===== config.mk =====
export PLATFORM = sky130hd
export DESIGN_NAME = string_literal_unescaper_unit_flat
export DESIGN_NICKNAME = d
export VERILOG_FILES = /design/src/hdl/slu_pkg.sv /design/src/hdl/slu_if.sv /design/src/hdl/string_literal_unescaper_unit.sv /design/src/hdl/slu_result_fifo.sv /design/src/flat_wrapper.sv
export SDC_FILE = /design/constraint.sdc
export NUM_CORES = 1
export LEC_CHECK = 0
export ABC_CLOCK_PERIOD_IN_PS = 11330
export BUFFER_PORTS_ARGS = -buffer_cell sky130_fd_sc_hd__buf_4
export CAP_MARGIN = 20
export CORE_MARGIN = 10
export CORE_UTILIZATION = 50
export DETAILED_ROUTE_END_ITERATION = 8
export PLACE_DENSITY = 0.67
export SYNTH_ARGS = -nofsm -noshare
export SYNTH_HDL_FRONTEND = slang
export SYNTH_HIERARCHICAL = 1
export SYNTH_SLANG_ARGS = --single-unit

===== constraint.sdc =====
create_clock -name clk -period 11.33 [get_ports clk]
set_input_delay 2.266 -clock clk [delete_from_list [all_inputs] [get_ports clk]]
set_output_delay 2.266 -clock clk [all_outputs]
set_load 0.01 [all_outputs]

===== src/hdl/slu_pkg.sv =====
// Shared types, codes and decode helpers of the string literal unescaper.
// No dependencies; used by the result queue, the top level and the checker.
`default_nettype none

package slu_pkg;

	// Escape decoder mode
	typedef enum logic [1:0] {
		MODE_NORMAL,
		MODE_ESCAPE,
		MODE_OCTAL,
		MODE_HEX
	} esc_mode_t;

	// Error codes carried with each result word
	localparam logic [1:0] ERR_NONE     = 2'd0;
	localparam logic [1:0] ERR_BAD_HEX  = 2'd1;
	localparam logic [1:0] ERR_DANGLING = 2'd2;
	localparam logic [1:0] ERR_NO_QUOTE = 2'd3;

	// Characters of interest
	localparam logic [7:0] CH_BACKSLASH = 8'h5C;
	localparam logic [7:0] CH_QUOTE     = 8'h22;
	localparam logic [7:0] CH_LOWER_X   = 8'h78;
	localparam logic [7:0] CH_LOWER_B   = 8'h62;
	localparam logic [7:0] CH_LOWER_F   = 8'h66;
	localparam logic [7:0] CH_LOWER_N   = 8'h6E;
	localparam logic [7:0] CH_LOWER_R   = 8'h72;
	localparam logic [7:0] CH_LOWER_T   = 8'h74;
	localparam logic [7:0] CH_LOWER_A   = 8'h61;
	localparam logic [7:0] CH_LOWER_V   = 8'h76;
	localparam logic [7:0] CH_DIGIT_0   = 8'h30;
	localparam logic [7:0] CH_DIGIT_7   = 8'h37;
	localparam logic [7:0] CH_DIGIT_9   = 8'h39;
	localparam logic [7:0] CH_UPPER_A   = 8'h41;
	localparam logic [7:0] CH_UPPER_F   = 8'h46;

	// Control characters produced by the simple escapes
	localparam logic [7:0] CTL_BS  = 8'd8;
	localparam logic [7:0] CTL_FF  = 8'd12;
	localparam logic [7:0] CTL_LF  = 8'd10;
	localparam logic [7:0] CTL_CR  = 8'd13;
	localparam logic [7:0] CTL_TAB = 8'd9;
	localparam logic [7:0] CTL_BEL = 8'd7;
	localparam logic [7:0] CTL_VT  = 8'd11;

	// Result queue sizing: one input byte yields at most three results
	localparam int RES_MAX    = 3;
	localparam int FIFO_DEPTH = 4;
	localparam int FIFO_AW    = 2;

	// One result word
	typedef struct packed {
		logic [7:0] out_byte;
		logic       byte_valid;
		logic       string_end;
		logic [1:0] error_code;
	} result_t;

	// Queue status seen by the decoder
	typedef struct packed {
		logic room;
		logic not_empty;
	} fifo_status_t;

	// Decode event: push a decoded byte or report an error
	typedef enum logic [1:0] {
		EV_NONE,
		EV_PUSH,
		EV_ERROR
	} ev_kind_t;

	typedef struct packed {
		ev_kind_t   kind;
		logic [7:0] value;
		logic [1:0] err;
	} event_t;

	typedef struct packed {
		logic       valid;
		logic [3:0] value;
	} hex_t;

	function automatic event_t ev_push(input logic [7:0] b);
		event_t e;
		e.kind  = EV_PUSH;
		e.value = b;
		e.err   = ERR_NONE;
		return e;
	endfunction

	function automatic event_t ev_error(input logic [1:0] code);
		event_t e;
		e.kind  = EV_ERROR;
		e.value = 8'd0;
		e.err   = code;
		return e;
	endfunction

	function automatic event_t ev_idle();
		event_t e;
		e.kind  = EV_NONE;
		e.value = 8'd0;
		e.err   = ERR_NONE;
		return e;
	endfunction

	// Map the byte after a backslash to its control character
	function automatic logic [7:0] simple_escape(input logic [7:0] c);
		logic [7:0] r;
		case (c)
			CH_LOWER_B: r = CTL_BS;
			CH_LOWER_F: r = CTL_FF;
			CH_LOWER_N: r = CTL_LF;
			CH_LOWER_R: r = CTL_CR;
			CH_LOWER_T: r = CTL_TAB;
			CH_LOWER_A: r = CTL_BEL;
			CH_LOWER_V: r = CTL_VT;
			default:    r = c;
		endcase
		return r;
	endfunction

	// Value of a hex digit of either case
	function automatic hex_t hex_digit(input logic [7:0] c);
		hex_t h;
		h.valid = 1'b1;
		h.value = 4'd0;
		if (c >= CH_DIGIT_0 && c <= CH_DIGIT_9) begin
			h.value = c[3:0];
		end else if ((c >= CH_LOWER_A && c <= CH_LOWER_F) ||
				(c >= CH_UPPER_A && c <= CH_UPPER_F)) begin
			h.value = c[3:0] + 4'd9;
		end else begin
			h.valid = 1'b0;
		end
		return h;
	endfunction

endpackage

`default_nettype wire


===== src/hdl/slu_if.sv =====
// Valid/ready channel interfaces of the string literal unescaper.
// Depends on nothing but the language; one interface per direction of word.
`default_nettype none

// Raw literal bytes
interface slu_in_if;
	logic       valid;
	logic       ready;
	logic [7:0] in_byte;
	logic       end_of_literal;

	modport source (output valid, output in_byte, output end_of_literal, input ready);
	modport sink (input valid, input in_byte, input end_of_literal, output ready);
endinterface

// Decoded result words
interface slu_out_if;
	logic       valid;
	logic       ready;
	logic [7:0] out_byte;
	logic       byte_valid;
	logic       string_end;
	logic [1:0] error_code;

	modport source (output valid, output out_byte, output byte_valid, output string_end,
		output error_code, input ready);
	modport sink (input valid, input out_byte, input byte_valid, input string_end,
		input error_code, output ready);
endinterface

`default_nettype wire


===== src/hdl/string_literal_unescaper_unit.sv =====
// String literal unescaper: takes one raw byte of a quoted literal per cycle and
// decodes C escapes (simple, octal of up to three digits, hex of up to two digits),
// dropping the opening quote and the closing decoded byte. Each accepted byte is
// decoded in the same cycle against the escape state and written, as zero to three
// result words, into a four-entry result queue that drains one word per cycle while
// the output is ready. The input is ready whenever the queue holds at most one word,
// so a stream sustains one byte per cycle while the output keeps up; the end of a
// literal yields up to three words, and the next byte waits until the queue has
// drained to one word. There is no clearing pass: the input is held not ready until
// a run register, cleared by reset, is set after reset is released.
// Depends on slu_pkg, slu_if and slu_result_fifo.
`default_nettype none

module string_literal_unescaper_unit (
	input  wire       clk,
	input  wire       arst_n,
	slu_in_if.sink    literal,
	slu_out_if.source decoded
);
	import slu_pkg::*;

	// Escape state
	esc_mode_t  mode_q, mode_d, mode_nx;
	logic [1:0] cnt_q, cnt_d, cnt_nx;
	logic [8:0] acc_q, acc_d, acc_nx;
	logic [7:0] held_q, held_nx;
	logic       held_v_q, held_v_nx;
	logic       first_q, first_nx;
	logic       run_q;

	logic       accept;
	logic [7:0] c;
	logic       last;
	logic       is_oct;
	logic       as_plain;
	hex_t       hx;
	event_t     ev [RES_MAX];

	logic       h_v;
	logic [7:0] h_b;
	logic [1:0] n;
	result_t [RES_MAX-1:0] res;
	fifo_status_t status;
	result_t    rd_data;

	assign c      = literal.in_byte;
	assign last   = literal.end_of_literal;
	assign accept = literal.valid && literal.ready;
	assign literal.ready = run_q && status.room;

	// Turn the byte into decode events: run close, main decode, end flush
	always_comb begin
		mode_d   = mode_q;
		cnt_d    = cnt_q;
		acc_d    = acc_q;
		as_plain = 1'b0;
		hx       = hex_digit(c);
		is_oct   = (c >= CH_DIGIT_0) && (c <= CH_DIGIT_7);
		for (int i = 0; i < RES_MAX; i++) begin
			ev[i] = ev_idle();
		end
		if (!first_q) begin
			case (mode_q)
				MODE_OCTAL: begin
					if (is_oct) begin
						acc_d = {acc_q[5:0], c[2:0]};
						cnt_d = cnt_q + 2'd1;
						if (cnt_d == 2'd3) begin
							ev[1]  = ev_push(acc_d[7:0]);
							mode_d = MODE_NORMAL;
						end
					end else begin
						ev[0]    = ev_push(acc_q[7:0]);
						mode_d   = MODE_NORMAL;
						as_plain = 1'b1;
					end
				end
				MODE_HEX: begin
					if (hx.valid) begin
						acc_d = {acc_q[4:0], hx.value};
						cnt_d = cnt_q + 2'd1;
						if (cnt_d == 2'd2) begin
							ev[1]  = ev_push(acc_d[7:0]);
							mode_d = MODE_NORMAL;
						end
					end else begin
						ev[0]    = (cnt_q == 2'd0) ? ev_error(ERR_BAD_HEX) :
							ev_push(acc_q[7:0]);
						mode_d   = MODE_NORMAL;
						as_plain = 1'b1;
					end
				end
				MODE_ESCAPE: begin
					if (is_oct) begin
						mode_d = MODE_OCTAL;
						acc_d  = {6'd0, c[2:0]};
						cnt_d  = 2'd1;
					end else if (c == CH_LOWER_X) begin
						mode_d = MODE_HEX;
						acc_d  = '0;
						cnt_d  = 2'd0;
					end else begin
						ev[1]  = ev_push(simple_escape(c));
						mode_d = MODE_NORMAL;
					end
				end
				default: begin
					as_plain = 1'b1;
				end
			endcase
		end
		// Ordinary byte after a closed run or in normal mode
		if (as_plain) begin
			if (c == CH_BACKSLASH) begin
				mode_d = MODE_ESCAPE;
			end else begin
				ev[1] = ev_push(c);
			end
		end
		// Flush an open escape at the end of the literal
		if (last) begin
			case (mode_d)
				MODE_ESCAPE: ev[2] = ev_error(ERR_DANGLING);
				MODE_OCTAL:  ev[2] = ev_push(acc_d[7:0]);
				MODE_HEX:    ev[2] = (cnt_d == 2'd0) ? ev_error(ERR_BAD_HEX) :
					ev_push(acc_d[7:0]);
				default:     ev[2] = ev_idle();
			endcase
		end
	end

	// Resolve events against the held byte into result words
	always_comb begin
		h_v = held_v_q;
		h_b = held_q;
		n   = 2'd0;
		res = '0;
		for (int i = 0; i < RES_MAX; i++) begin
			case (ev[i].kind)
				EV_PUSH: begin
					if (h_v) begin
						res[n] = '{out_byte: h_b, byte_valid: 1'b1, string_end: 1'b0,
							error_code: ERR_NONE};
						n = n + 2'd1;
					end
					h_b = ev[i].value;
					h_v = 1'b1;
				end
				EV_ERROR: begin
					res[n] = '{out_byte: 8'd0, byte_valid: 1'b0, string_end: 1'b0,
						error_code: ev[i].err};
					n = n + 2'd1;
				end
				default: begin
				end
			endcase
		end
		// Closing word drops the held byte and checks it for the quote
		if (last) begin
			res[n] = '{out_byte: 8'd0, byte_valid: 1'b0, string_end: 1'b1,
				error_code: (h_v && h_b == CH_QUOTE) ? ERR_NONE : ERR_NO_QUOTE};
			n = n + 2'd1;
		end
		if (last) begin
			mode_nx   = MODE_NORMAL;
			cnt_nx    = 2'd0;
			acc_nx    = '0;
			held_nx   = 8'd0;
			held_v_nx = 1'b0;
			first_nx  = 1'b1;
		end else begin
			mode_nx   = mode_d;
			cnt_nx    = cnt_d;
			acc_nx    = acc_d;
			held_nx   = h_b;
			held_v_nx = h_v;
			first_nx  = 1'b0;
		end
	end

	// Hold escape state, advance on each accepted word
	always_ff @(posedge clk or negedge arst_n) begin
		if (!arst_n) begin
			mode_q   <= MODE_NORMAL;
			cnt_q    <= 2'd0;
			acc_q    <= '0;
			held_q   <= 8'd0;
			held_v_q <= 1'b0;
			first_q  <= 1'b1;
			run_q    <= 1'b0;
		end else begin
			run_q <= 1'b1;
			if (accept) begin
				mode_q   <= mode_nx;
				cnt_q    <= cnt_nx;
				acc_q    <= acc_nx;
				held_q   <= held_nx;
				held_v_q <= held_v_nx;
				first_q  <= first_nx;
			end
		end
	end

	slu_result_fifo u_result_fifo (
		.clk      (clk),
		.arst_n   (arst_n),
		.wr_num   (accept ? n : 2'd0),
		.wr_data  (res),
		.status   (status),
		.rd_ready (decoded.ready),
		.rd_data  (rd_data)
	);

	assign decoded.valid      = status.not_empty;
	assign decoded.out_byte   = rd_data.out_byte;
	assign decoded.byte_valid = rd_data.byte_valid;
	assign decoded.string_end = rd_data.string_end;
	assign decoded.error_code = rd_data.error_code;

endmodule

`default_nettype wire


===== src/hdl/slu_result_fifo.sv =====
// Four-entry result queue: takes up to three result words per cycle, gives one.
// Depends on slu_pkg.
`default_nettype none

module slu_result_fifo (
	input  wire                                       clk,
	input  wire                                       arst_n,
	input  wire  [1:0]                                wr_num,
	input  slu_pkg::result_t [slu_pkg::RES_MAX-1:0]   wr_data,
	output slu_pkg::fifo_status_t                     status,
	input  wire                                       rd_ready,
	output slu_pkg::result_t                          rd_data
);
	import slu_pkg::*;

	result_t            mem_q [FIFO_DEPTH];
	logic [FIFO_AW-1:0] wr_ptr_q;
	logic [FIFO_AW-1:0] rd_ptr_q;
	logic [FIFO_AW:0]   count_q;
	logic [FIFO_AW-1:0] slot_off [FIFO_DEPTH];
	logic               pop;

	// Offset of each entry from the write pointer
	always_comb begin
		for (int j = 0; j < FIFO_DEPTH; j++) begin
			slot_off[j] = FIFO_AW'(j) - wr_ptr_q;
		end
	end

	assign pop              = status.not_empty && rd_ready;
	assign status.not_empty = (count_q != '0);
	assign status.room      = (count_q <= (FIFO_AW+1)'(FIFO_DEPTH - RES_MAX));
	assign rd_data          = mem_q[rd_ptr_q];

	// Write the new words at consecutive entries
	always_ff @(posedge clk) begin
		for (int j = 0; j < FIFO_DEPTH; j++) begin
			if (slot_off[j] < wr_num) begin
				mem_q[j] <= wr_data[slot_off[j]];
			end
		end
	end

	// Advance pointers and occupancy
	always_ff @(posedge clk or negedge arst_n) begin
		if (!arst_n) begin
			wr_ptr_q <= '0;
			rd_ptr_q <= '0;
			count_q  <= '0;
		end else begin
			wr_ptr_q <= wr_ptr_q + wr_num;
			if (pop) begin
				rd_ptr_q <= rd_ptr_q + 1'b1;
			end
			count_q <= count_q + {1'b0, wr_num} - {{FIFO_AW{1'b0}}, pop};
		end
	end

endmodule

`default_nettype wire


===== src/flat_wrapper.sv =====
// flat-port wrapper written by rule: the top's interface ports become plain ports
module string_literal_unescaper_unit_flat import slu_pkg::*;
  (clk, arst_n, literal_valid, literal_in_byte, literal_end_of_literal, literal_ready, decoded_valid, decoded_out_byte, decoded_byte_valid, decoded_string_end, decoded_error_code, decoded_ready);
  slu_in_if literal_i ();
  slu_out_if decoded_i ();
  input  wire clk;
  input  wire arst_n;
  input wire logic [$bits(literal_i.valid)-1:0] literal_valid;
  input wire logic [$bits(literal_i.in_byte)-1:0] literal_in_byte;
  input wire logic [$bits(literal_i.end_of_literal)-1:0] literal_end_of_literal;
  output wire logic [$bits(literal_i.ready)-1:0] literal_ready;
  output wire logic [$bits(decoded_i.valid)-1:0] decoded_valid;
  output wire logic [$bits(decoded_i.out_byte)-1:0] decoded_out_byte;
  output wire logic [$bits(decoded_i.byte_valid)-1:0] decoded_byte_valid;
  output wire logic [$bits(decoded_i.string_end)-1:0] decoded_string_end;
  output wire logic [$bits(decoded_i.error_code)-1:0] decoded_error_code;
  input wire logic [$bits(decoded_i.ready)-1:0] decoded_ready;
  assign literal_i.valid = literal_valid;
  assign literal_i.in_byte = literal_in_byte;
  assign literal_i.end_of_literal = literal_end_of_literal;
  assign literal_ready = literal_i.ready;
  assign decoded_valid = decoded_i.valid;
  assign decoded_out_byte = decoded_i.out_byte;
  assign decoded_byte_valid = decoded_i.byte_valid;
  assign decoded_string_end = decoded_i.string_end;
  assign decoded_error_code = decoded_i.error_code;
  assign decoded_i.ready = decoded_ready;
  string_literal_unescaper_unit u_core (.clk(clk), .arst_n(arst_n), .literal(literal_i), .decoded(decoded_i));
endmodule

==> metrics.csv <==
stage;metric;value;unit
routing;vias;6175;
die;die_x;138;microns
power_and_ir_drop;ir_worst_vdd;0.0749;mV
worst_hold_path;hp-class;flip-flop to flip-flop;
logic_synthesis;synth_cell_types;102;
sta;slew_viol_final;0;
worst_hold_path;holdPathEnd;u_core/u_result_fifo/count_q[2]$_DFF_PN0_;
placement;globalplace.congestion;0.964;
critical_path;rr_endpoint;u_core/u_result_fifo/mem_q[0][4]$_DFFE_PN_;
power_and_ir_drop;p_leak;0.00280;uW
logic_synthesis;ys.warnings.count;6;
critical_path;critical_path.top_delay_family;simple AND/OR/NAND/NOR gates;
placement;io_buffers;26;
critical_path;r2r-start;u_core/mode_q[1]$_DFFE_PN0P_;
routing;dr.pass1.iters;7;
logic_synthesis;yosysTopAreaCellShare;20.8;%
critical_path;crit_fanout;15;
sta;grt_setup_unrepaired;no;
critical_path;path_buf_inv;6;
critical_path;cp_common_cell;inv_1;
sta;worst_pin_slew;0.890;ns
clocking;numCtsBuffers;9;
placement;place_area;7100;sq um
logic_synthesis;synth_area_leaders;edfxtp_1 21%, dfrtp_1 10%, mux2i_1 6.9%;
critical_path;crit_path_end_kind;flip-flop;
critical_path;cp-start-kind;input port;
critical_path;rr_worst_depth;20;
grt;grt_max_degree;65;
clocking;cts_setup_buffers;0;
grt;gr-total-overflow;0;
sta;slew_headroom;40.7;%
die;initial_core_util;51.8;%
critical_path;crit_slowest_cell;nor3b_1;
routing;routed_wl;20700;microns
logic_synthesis;synth_common_cells;54 x o21ai_0, 50 x nor2_1, 49 x nand2_1;
logic_synthesis;seq_area_frac_synth;31.6;%
clocking;clk_latency;0.35;ns
critical_path;path_class;input port to flip-flop;
critical_path;critPathMaxStageDelay;0.51;ns
routing;viasPerCell;6.71;
finish;n_antenna_cell;0;
worst_hold_path;whs_path_depth;1;
logic_synthesis;synth_edf_count;48;
routing;drtIter0Drc;615;
sta;hold_viol_final;0;
logic_synthesis;syn-cell-area;6940;sq um
finish;final_layout_size_suffix_gt1_share;10.6;%
grt;grt_antenna_before_repair;0;
critical_path;required;11.51;ns
routing;ant_nets;0;
clocking;path_clk_slew;0.06;ns
die;rows;42;
clocking;cts_tree;yes;
routing;drc_errors;0;
worst_hold_path;hold_path_startpoint;u_core/u_result_fifo/count_q[2]$_DFF_PN0_;
clocking;cts_resized;0;
grt;grt_usage;22.0;%
logic_synthesis;syn_inst;752;
finish;final_area;7410;sq um
sta;setup_viol;0;
sta;fmax;0.123;GHz
die;die-area;19000;sq um
grt;grt_pass1_vias;5940;
sta;finalClockSkew;0.00932;ns
logic_synthesis;synth_nets;796;
logic_synthesis;yosysMostFrequentCell;o21ai_0;
clocking;ctsRootBufferMaster;clkbuf_16;
clocking;clock_sinks;78;
logic_synthesis;ys.flop_type;edfxtp_1;
power_and_ir_drop;power.density;216;nW/um^2
die;coreArea;13400;sq um
job;maxCapViolCount;0;
logic_synthesis;syn_area_per_cell;9.22;sq um
logic_synthesis;synth_top_area_cell;edfxtp_1;
clocking;htreeDepth;3;
die;ios;27;
clocking;postCtsHoldBufs;0;
routing;routedWlPerCell;22.5;microns
finish;num-nets-final;783;
placement;dp_hpwl;15500;microns
die;die_h;138;microns
logic_synthesis;ys_async_sr_fraction;38.5;%
clocking;ctsLongestPathBuffers;2;
logic_synthesis;ys_ff_latch;78;
critical_path;crit_start;literal_in_byte[0];
sta;setup_tns;0;ns
run_status;status;finished clean;
sta;finalCritPeriodShare;71.5;%
sta;min_period;8.10;ns
critical_path;r2r_slack;5.29;ns
finish;areaGrowthSynthToFinish;6.80;%
critical_path;crit_arrival;8.28;ns
grt;grt_pass1_wl;32800;microns
## through the flow
step                utilization, %  power [uW]  instances  hold slack, ns  worst slack [ns]
floorplan                        -        1070        752           0.472              3.60
global placement              53.0        1290        904           0.514              3.20
detailed placement            53.0        1300        904           0.528              3.04
CTS                           55.3        1600        920           0.544              3.37
global route                  55.3        1700        920           0.557              2.80
finish                        55.3        1600        920           0.548              3.23
## power by group
group / switching (uW) / internal [uW]
sequential: 91.5 / 419
clock: 113 / 181
combinational: 474 / 323
total: 679 / 923
## kinds of logic after synthesis
logic type	synth area share (%)
other	0.0541
muxes	11.2
xor gates and xnor gates	0.884
AOI/OAI and AO/OA	25.9
and+or+nand+nor	17.2
buffers and inverters	6.98
adders and majority gates	6.13
DFF	31.6
## worst register-to-register path: stages, from the launching register on
cell and delay, ns:
dfrtp_1 0.70, and2_1 0.55, nand2_1 0.14, nor3b_1 0.51, inv_1 0.10, ha_1 0.26, inv_1 0.31, nand2_1 0.18
inv_1 0.21, fa_1 0.44, nor2b_1 0.12, a311oi_1 0.06, a21oi_1 0.30, inv_1 0.12, ha_1 0.20, and2_1 0.23
nor3b_1 0.42, nand2_1 0.30, nor3_1 0.37, mux2i_1 0.15, mux2i_1 0.20
## layer usage
metal	global-route usage (%)	part of all wire [%]	wire length, microns
met5	0	0	0
met4	9.56	3.6	737
met3	3.39	6.3	1300
met2	36.7	48	9950
met1	27.6	42	8730
## cell type report
type                            count  area (sq um)
Clock buffer                       14           297
Clock inverter                      2          11.3
Fill cell                        1234          5990
Inverter                           51           194
Multi-Input combinational cell    568          4260
Sequential cell                    78          2190
Tap cell                          176           220
Timing Repair Buffer               31           233
## cells in the final DEF (no fill, tap or decap), drive strengths merged, types with 10 or more instances in the layout
| master | Yosys | final |
|---|---|---|
| a211oi | 11 | 11 |
| a21oi | 31 | 31 |
| a22o | 17 | 17 |
| a22oi | 14 | 14 |
| a31oi | 10 | 10 |
| and2 | 13 | 13 |
| buf | 31 | 31 |
| clkbuf | 24 | 14 |
| dfrtp | 29 | 29 |
| edfxtp | 48 | 48 |
| ha | 26 | 26 |
| inv | 50 | 51 |
| mux2i | 48 | 48 |
| mux4 | 12 | 12 |
| nand2 | 49 | 49 |
| nand2b | 17 | 17 |
| nand3 | 25 | 25 |
| nand3b | 14 | 14 |
| nor2 | 50 | 50 |
| nor3 | 14 | 14 |
| o211ai | 11 | 11 |
| o21ai | 60 | 60 |
## state kept, by name (all words and copies together) (netlist names)
name,cells
u_core/u_result_fifo/mem_q,48
u_core/acc_q,8
u_core/held_q,8
u_core/u_result_fifo/count_q,3
u_core/cnt_q,2
u_core/mode_q,2
u_core/u_result_fifo/rd_ptr_q,2
u_core/u_result_fifo/wr_ptr_q,2
u_core/first_q,1
u_core/held_v_q,1
u_core/run_q,1
## worst max-delay path by stage
stage,end,depth (start not counted)
finish,u_core/u_result_fifo/mem_q[0][4]$_DFFE_PN_,25
global route,u_core/u_result_fifo/mem_q[2][4]$_DFFE_PN_,25
CTS,u_core/u_result_fifo/mem_q[0][4]$_DFFE_PN_,25
detailed placement,u_core/u_result_fifo/mem_q[0][4]$_DFFE_PN_,25
global placement,u_core/u_result_fifo/mem_q[1][9]$_DFFE_PN_,21
floorplan,u_core/u_result_fifo/mem_q[2][0]$_DFFE_PN_,21
(Power assumes the default switching activity.)
